File: config.mk
export PLATFORM = sky130hd
export DESIGN_NAME = kpvt_ctrl
export DESIGN_NICKNAME = d
export VERILOG_FILES = /design/src/kpvt_pkg.sv /design/src/kpvt_ctrl.sv
export SDC_FILE = /design/constraint.sdc
export NUM_CORES = 1
export LEC_CHECK = 0
export ABC_AREA = 1
export BUFFER_PORTS_ARGS = -buffer_cell sky130_fd_sc_hd__buf_2
export CAP_MARGIN = 20
export CELL_PAD_IN_SITES_DETAIL_PLACEMENT = 0
export CELL_PAD_IN_SITES_GLOBAL_PLACEMENT = 1
export CORE_UTILIZATION = 29
export CTS_CLUSTER_SIZE = 25
export DETAILED_ROUTE_END_ITERATION = 6
export HOLD_SLACK_MARGIN = 0.05
export PLACE_DENSITY = 0.77
export SLEW_MARGIN = 15
export SYNTH_ARGS = -nofsm -noshare
export SYNTH_HDL_FRONTEND = slang
export SYNTH_SLANG_ARGS = --single-unit
export TNS_END_PERCENT = 30
File: constraint.sdc
create_clock -name i_clk -period 1.1 [get_ports i_clk]
set_input_delay 0.11 -clock i_clk [delete_from_list [all_inputs] [get_ports i_clk]]
set_output_delay 0.11 -clock i_clk [all_outputs]
set_load 0.05 [all_outputs]
File: src/kpvt_pkg.sv
// Shared types, codes and saturation helpers for the position/velocity tracker.
// No dependencies; every other file in src imports this package.
`default_nettype none

package kpvt_pkg;

    localparam int CFG_W     = 32;
    localparam int CFG_IDX_W = 3;

    localparam logic [1:0] CMD_INIT    = 2'd0;
    localparam logic [1:0] CMD_PREDICT = 2'd1;
    localparam logic [1:0] CMD_UPDATE  = 2'd2;

    localparam logic [CFG_IDX_W-1:0] REG_ACCEL_VAR   = 3'd0;
    localparam logic [CFG_IDX_W-1:0] REG_CAMERA_VAR  = 3'd1;
    localparam logic [CFG_IDX_W-1:0] REG_ENCODER_VAR = 3'd2;
    localparam logic [CFG_IDX_W-1:0] REG_INIT_POS    = 3'd3;
    localparam logic [CFG_IDX_W-1:0] REG_INIT_VEL    = 3'd4;

    localparam logic signed [65:0] COV_HI = 66'sd140737488355327;
    localparam logic signed [65:0] COV_LO = -66'sd140737488355328;
    localparam logic signed [65:0] S32_HI = 66'sd2147483647;
    localparam logic signed [65:0] S32_LO = -66'sd2147483648;

    typedef struct packed {
        logic [1:0]         command;
        logic [23:0]        time_step;
        logic signed [31:0] cam_dist;
        logic signed [31:0] enc_dist;
    } t_in_word;

    typedef struct packed {
        logic signed [31:0] position_estimate;
        logic signed [31:0] velocity_estimate;
        logic               saturated;
    } t_out_word;

    typedef enum logic [1:0] {SH_0, SH_16, SH_17, SH_34} t_shift;

    typedef enum logic [3:0] {
        ST_P1, ST_P2, ST_P3, ST_P4, ST_P5, ST_P6, ST_P7,
        ST_U1, ST_U2, ST_U3, ST_U4, ST_U5, ST_U6
    } t_step;

    typedef struct packed {
        logic  load;
        logic  init;
        logic  prep;
        logic  start;
        logic  wb;
        logic  emit;
        t_step step;
    } t_dp_cmd;

    typedef struct packed {
        logic [1:0] command;
        logic       s_zero;
        logic       unit_done;
    } t_dp_status;

    function automatic logic signed [47:0] sat48(input logic signed [65:0] x);
        if (x > COV_HI) begin
            sat48 = COV_HI[47:0];
        end else if (x < COV_LO) begin
            sat48 = COV_LO[47:0];
        end else begin
            sat48 = x[47:0];
        end
    endfunction

    function automatic logic ovf48(input logic signed [65:0] x);
        ovf48 = (x > COV_HI) || (x < COV_LO);
    endfunction

    function automatic logic signed [31:0] sat32(input logic signed [65:0] x);
        if (x > S32_HI) begin
            sat32 = S32_HI[31:0];
        end else if (x < S32_LO) begin
            sat32 = S32_LO[31:0];
        end else begin
            sat32 = x[31:0];
        end
    endfunction

    function automatic logic ovf32(input logic signed [65:0] x);
        ovf32 = (x > S32_HI) || (x < S32_LO);
    endfunction

endpackage

`default_nettype wire

File: src/kpvt_ctrl.sv
// Tracker controller: handshakes on both channels and sequences the command steps.
// Drives kpvt_datapath through t_dp_cmd and reads t_dp_status. Uses kpvt_pkg.
`default_nettype none

module kpvt_ctrl (
    input  wire logic          i_clk,
    input  wire logic          i_rst_n,
    input  wire logic          i_in_valid,
    output logic               o_in_stall,
    output logic               o_out_valid,
    input  wire logic          i_out_stall,
    input  wire kpvt_pkg::t_dp_status i_status,
    output kpvt_pkg::t_dp_cmd  o_cmd
);
    import kpvt_pkg::*;

    typedef enum logic [2:0] {
        S_IDLE, S_DISPATCH, S_CHECK, S_ISSUE, S_WAIT, S_FINISH
    } t_state;

    t_state r_state;
    t_step  r_step;
    logic   r_out_valid;

    logic w_accept;
    logic w_emit;
    logic w_last;

    always_comb begin
        w_accept    = i_in_valid && (r_state == S_IDLE);
        w_emit      = (r_state == S_FINISH) && (!r_out_valid || !i_out_stall);
        w_last      = (r_step == ST_P7) || (r_step == ST_U6);
        o_cmd.load  = w_accept;
        o_cmd.init  = (r_state == S_DISPATCH) && (i_status.command == CMD_INIT);
        o_cmd.prep  = (r_state == S_DISPATCH) && (i_status.command == CMD_UPDATE);
        o_cmd.start = (r_state == S_ISSUE);
        o_cmd.wb    = (r_state == S_WAIT) && i_status.unit_done;
        o_cmd.emit  = w_emit;
        o_cmd.step  = r_step;
    end

    always_ff @(posedge i_clk) begin
        if (!i_rst_n) begin
            r_state     <= S_IDLE;
            r_step      <= ST_P1;
            r_out_valid <= 1'b0;
        end else begin
            if (w_emit) begin
                r_out_valid <= 1'b1;
            end else if (!i_out_stall) begin
                r_out_valid <= 1'b0;
            end
            unique case (r_state)
                S_IDLE: begin
                    if (w_accept) begin
                        r_state <= S_DISPATCH;
                    end
                end
                S_DISPATCH: begin
                    unique case (i_status.command)
                        CMD_PREDICT: begin
                            r_step  <= ST_P1;
                            r_state <= S_ISSUE;
                        end
                        CMD_UPDATE: begin
                            r_state <= S_CHECK;
                        end
                        default: r_state <= S_FINISH;
                    endcase
                end
                S_CHECK: begin
                    if (i_status.s_zero) begin
                        r_state <= S_FINISH;
                    end else begin
                        r_step  <= ST_U1;
                        r_state <= S_ISSUE;
                    end
                end
                S_ISSUE: begin
                    r_state <= S_WAIT;
                end
                S_WAIT: begin
                    if (i_status.unit_done) begin
                        if (w_last) begin
                            r_state <= S_FINISH;
                        end else begin
                            r_step  <= t_step'(r_step + 4'd1);
                            r_state <= S_ISSUE;
                        end
                    end
                end
                S_FINISH: begin
                    if (w_emit) begin
                        r_state <= S_IDLE;
                    end
                end
                default: r_state <= S_IDLE;
            endcase
        end
    end

    assign o_in_stall  = (r_state != S_IDLE);
    assign o_out_valid = r_out_valid;

endmodule

`default_nettype wire

==> run metrics, run 1 <==
outcome finished with violations; violations in the final reports negative setup slack; area of the core 0.00202 sq mm; MaxCap Viol Count 0; wire length per cell 11.0 microns; vias 826; port buffer count 19; Hold Crit Depth 3; Netlist Area Pre-Place 642 sq um; final setup vio count 16; WHS 0.113 ns; fraction of layout cells with a size suffix above 1 63.5%; most common library cells after synthesis nor2_1, nand2_1, inv_1, nand3_1, dfxtp_1; syn nets 121; CTS tree done; reg-to-reg startpoint r_step[1]; Period minus WS final 1.31 ns; worst-path cell chain inv_4 > nor2_4 > buf_6 > nand2_4 > nor2_4 > buf_6; Die Ht 49.0 microns; Die W 49.0 microns; EDFF count, synth 0; Leak Pwr 0.000651 uW; final RePlAce weighted congestion 0.793; DR iter-0 viols 4; GRT Util Overall 16.6%; Hold Startpoint i_rst_n; cell with the most instances after synthesis nor2_1; Syn Inst Count 107; met2 wire len 1110 microns; Reg-to-Reg End r_step[0]; asr flop ratio synth 0%; register area share after synthesis 25.0%; grt ovf 0; DRC 0; worst slew pin tran 0.246 ns; setup skew after layout 0.00111 ns; global-route wire length before repair 3160 microns; unique cell type count in the Yosys netlist 17; Area Overhead vs Synth 100%; Metal-1 WL 824 microns; total negative slack -2.28 ns; Slowest cell on crit path dfxtp_4; critical path capture point type primary output; Peak Freq 0.765 GHz; ANT cells 0; uppermost layer routed met4; Root Buffer clkbuf_4; hold_buf cts 0; final net count 171; Synth top area share 25.0%; R2R Setup Slk -0.17 ns; post-detailed-route count of antenna-violating nets 0; critical path arrival 1.20 ns; CP required 0.99 ns; cell row count 16; crit start category register; H-tree Lvls 1; met3 wire length 52 microns; worst rel slew slack 83.7%; Max IR drop VDD 0.970 mV; Syn. warnings 0; unrepaired setup endpoints after global routing yes; CTS sink count 8; Slew Limit Fails 0; Fill cells 189; Pwr Density 1480 mW/mm^2; Final Cycle Share 119%; top_reg_cell synth dfxtp_1; Inserted Clock Buffers 3; Setup CP Type reg2out; I/O pin total 20; Synth area leaders dfxtp_1, nor2_1, ha_1; vias in the first global route 772; final WL 2010 microns; Seq cells post-synth 8; Final Hold Fails 0; Reg2Reg Depth 9; Mapped Avg Cell Area 6.00 sq um; CTS clock-pin slew for the worst setup and hold paths 0.06 ns; Pre-antenna DRT Iters 2; Worst Path Max Fanout 3; worst stage delay on the critical path 0.39 ns; crit path setup slack, layout -0.208 ns; Clk Latency, worst-skew pair 0.26 ns; vias per cell 4.51; largest area contributor in the netlist dfxtp_1; Hold Path Class in2reg; dpl hpwl 1340 microns; initial antenna violation count 0; largest net degree at the start of global routing 9; die area 0.00241 sq mm; CTS Buffer Depth 2; hold path endpoint r_step[2]; Initial Utilization 31.7%
[layout by cell type (no fill, tap or decap), types with 4 or more instances in the layout]
cell      synthesis  final
buf_2             0      8
buf_6             0     12
dfxtp_4           0      5
inv_1            18     14
nand3_1           9      5
nand2_2           2      8
clkbuf_4          0      4
ha_1              6      4
o21ai_0           5      4
nand2_1          20     12
nor2_1           25     12
nor2_4            0      7
buf_4             2     26
nor2_2            1      7
[sequential cells by signal (all words and copies together), names as in the netlist]
name / count
r_step: 4
r_state: 3
o_out_valid: 1
[power by group]
group	switching, uW	leakage (uW)	internal, uW	total, uW
Clock	114	0.0000150	140	254
Combinational	681	0.000566	508	1190
Sequential	95.1	0.0000698	361	456
Total	890	0.000651	1010	1900
[cell families (layout without fill, tap and decap cells)]
| logic type | Yosys count | after routing | share of synthesized area [%] |
|---|---|---|---|
| and+or+nand+nor | 59 | 59 | 38.6 |
| buffers and inverters | 23 | 72 | 14.6 |
| AOI/OAI and AO/OA | 10 | 10 | 8.77 |
| DFF | 8 | 8 | 25.0 |
| adders and majority gates | 6 | 6 | 11.7 |
| xor gates and xnor gates | 1 | 1 | 1.36 |
[per-layer routing]
layer | global-route usage [%] | up-vias
met5 | 0 | -
met4 | 2.94 | 0
met3 | 3.74 | 4
met2 | 30.8 | 17
met1 | 19.5 | 380
li1 | - | 425
[critical path, delay by kind of cell (launching register included)]
kind | cells | cell delay, ns
DFF | 1 | 0.39
and+or+nand+nor | 3 | 0.23
buffers and inverters | 3 | 0.33
[metrics by stage]
| step | total power (uW) | std cells | setup WS (ns) | cell area, sq um | util, % |
|---|---|---|---|---|---|
| 5_1_grt | 2040 | 183 | -0.274 | 1280 | 63.5 |
| 2_1_floorplan | 1040 | 107 | -0.199 | 718 | - |
| 4_1_cts | 1740 | 180 | -0.218 | 1160 | 57.4 |
| 3_3_place_gp | 1340 | 171 | -0.164 | 982 | 48.6 |
| 6_report | 1900 | 183 | -0.208 | 1280 | 63.5 |
| 3_5_place_dp | 1340 | 171 | -0.162 | 982 | 48.6 |
[how the worst max path moves through the flow]
stage,from,to,slack [ns],cells past startpoint
after detailed placement,r_step[1],r_step[1],-0.16,9
after floorplan,r_step[0],r_step[2],-0.20,8
after global routing,r_state[0],r_step[0],-0.27,10
after global placement,r_state[2],r_step[2],-0.16,8
final,r_state[0],o_cmd[4],-0.21,6
after CTS,r_state[0],o_cmd[4],-0.22,6
[final cells by class]
class	instances	area, sq um	area share [%]
well taps	27	33.8	2.63
repair buffers	47	378	29.4
inverters	21	91.3	7.12
flip-flops and latches	8	181	14.1
clock buffers	4	26.3	2.05
multi-input cells	76	573	44.6
[what timing repair did]
item / 4_1_cts / 5_1_grt
endpoints found under the setup margin: 16 / 19
resized for setup: 33 / 33
pin swaps: 3 / 11
setup buffers: 5 / 3
Note: power is estimated with default switching activity, not from simulation.
==> run 2, diff against run 1 <==
Settings changed: PLACE_DENSITY 0.77 to not set, PLACE_DENSITY_LB_ADDON set to 0.1.
==> run metrics, run 2 (synthesized netlist as in run 1, its figures left out) <==
outcome finished with violations; area of the core 0.00202 sq mm; DP Area 997 sq um; Metal-1 WL 755 microns; global-route wire length before repair 3320 microns; final setup vio count 14; Leak Pwr 0.000660 uW; die area 0.00241 sq mm; largest net degree at the start of global routing 9; Initial Utilization 31.7%; final net count 172; critical path arrival 1.23 ns; initial antenna violation count 0; most frequent cells in the layout buf_4, nor2_1, inv_1, nand2_1, buf_6; Final Non-Filler Cells 184; cell row count 16; DP Worst Slack -0.157 ns; CTS Buffer Depth 2; met3 wire length 69 microns; Pwr Density 1470 mW/mm^2; Worst Path Max Fanout 5; Final Hold Fails 0; Max IR drop VDD 0.917 mV; grt ovf 0; Clk Latency, worst-skew pair 0.27 ns; Net Switching 868 uW; Fill cells 196; crit start category register; CTS sink count 8; I/O pin total 20; design area 0.00128 sq mm; setup skew after layout 0.00887 ns; Pint 1020 uW; CTS tree done; CP required 0.99 ns; dpl hpwl 1420 microns; Setup CP Type reg2out; met2 wire len 1120 microns; Net Sw Frac 46.0%; max reg flops 4; uppermost layer routed met4; port buffer count 19; ANT cells 0; GRT Util Overall 18.2%; hold_buf cts 0; Area Overhead vs Synth 99.8%; Slew Limit Fails 0; placed insts 173; Die W 49.0 microns; H-tree Lvls 1; vias in the first global route 807; Final Cycle Share 122%; Seq pwr share 24.0%; post-detailed-route count of antenna-violating nets 0; Die Ht 49.0 microns; fraction of layout cells with a size suffix above 1 58.0%; vias per cell 4.52; commonest non-fill, non-tap cell in the layout buf_4; CTS clock-pin slew for the worst setup and hold paths 0.06 ns; wire length per cell 10.8 microns; DRC 0; Clk pwr share 13.5%; vias 831; violations in the final reports negative setup slack; worst rel slew slack 84.4%; Inserted Clock Buffers 3; final WL 1990 microns; Reg with most FFs r_step; unrepaired setup endpoints after global routing yes; Pre-antenna DRT Iters 4; worst slew pin tran 0.232 ns; Final Power 1890 uW; Root Buffer clkbuf_4; Period minus WS final 1.34 ns; final RePlAce weighted congestion 0.776; Hold Path Class in2reg; crit path setup slack, layout -0.241 ns; Peak Freq 0.746 GHz; Logic pwr share 62.5%; critical path capture point type primary output; MaxCap Viol Count 0; DR iter-0 viols 3
==> run 2: cell types whose count changed in the layout (fill, tap and decap cells not counted), moves of 2 or more <==
| cell | previous run | this run |
|---|---|---|
| nor2_2 | 7 | 1 |
| nor2_1 | 12 | 16 |
| buf_6 | 12 | 14 |
| nand2_1 | 12 | 14 |
| nand2_2 | 8 | 6 |
| nor2_4 | 7 | 9 |
==> run 2: final cells by class <==
cell class                      count  area (sq um)  share of cell area, %
Sequential cell                     8           181                   14.1
Multi-Input combinational cell     76           552                   43.0
Tap cell                           27          33.8                   2.63
Inverter                           21          88.8                   6.93
Clock buffer                        4          26.3                   2.05
Timing Repair Buffer               48           400                   31.2
==> run 2: power groups by stage <==
| stage | logic (uW) | clock network, uW | registers (uW) |
|---|---|---|---|
| detailed placement | 910 | 0 | 446 |
| global placement | 906 | 0 | 444 |
| global route | 1270 | 290 | 467 |
| CTS | 1120 | 265 | 452 |
| floorplan | 462 | 0 | 578 |
| finish | 1180 | 255 | 453 |
==> run 2: critical path, cell delays in order (launching register included) <==
cell and delay (ns):
dfxtp_4 0.37, nor2_4 0.13, buf_6 0.11, buf_6 0.09, nand2_4 0.05, nor2_4 0.08
buf_6 0.16
==> run 2: metal layers <==
metal | vias up | track usage (%)
met3 | 7 | 4.98
met5 | - | 0
met1 | 381 | 17.4
met2 | 18 | 35.9
met4 | 0 | 7.35
li1 | 425 | -
==> run 2: timing repair <==
item                                   CTS  global route
resized for setup                       47            13
buffers inserted                         6             2
endpoints found under the hold margin    0             0
pin swaps                                9            10
setup endpoints to repair               19            15
==> run 2: worst paths after layout <==
| path | start | slack, ns | end | depth (start not counted) |
|---|---|---|---|---|
| worst max-delay path | r_state[1] | -0.24 | o_cmd[9] | 6 |
| worst min-delay path | i_rst_n | 0.10 | r_step[0] | 3 |
| worst max register to register | r_state[1] | -0.18 | r_step[1] | 10 |
| worst min register to register | o_out_valid | 0.48 | o_out_valid | 2 |
==> run 2: metrics by stage <==
| step | hold slack, ns | util, % | TNS, ns |
|---|---|---|---|
| after floorplan | 0.221 | - | -1.60 |
| after global placement | 0.381 | 49.3 | -1.35 |
| after detailed placement | 0.386 | 49.3 | -1.47 |
| after CTS | 0.0936 | 60.8 | -2.48 |
| after global routing | 0.101 | 63.4 | -3.45 |
| final | 0.102 | 63.4 | -2.43 |
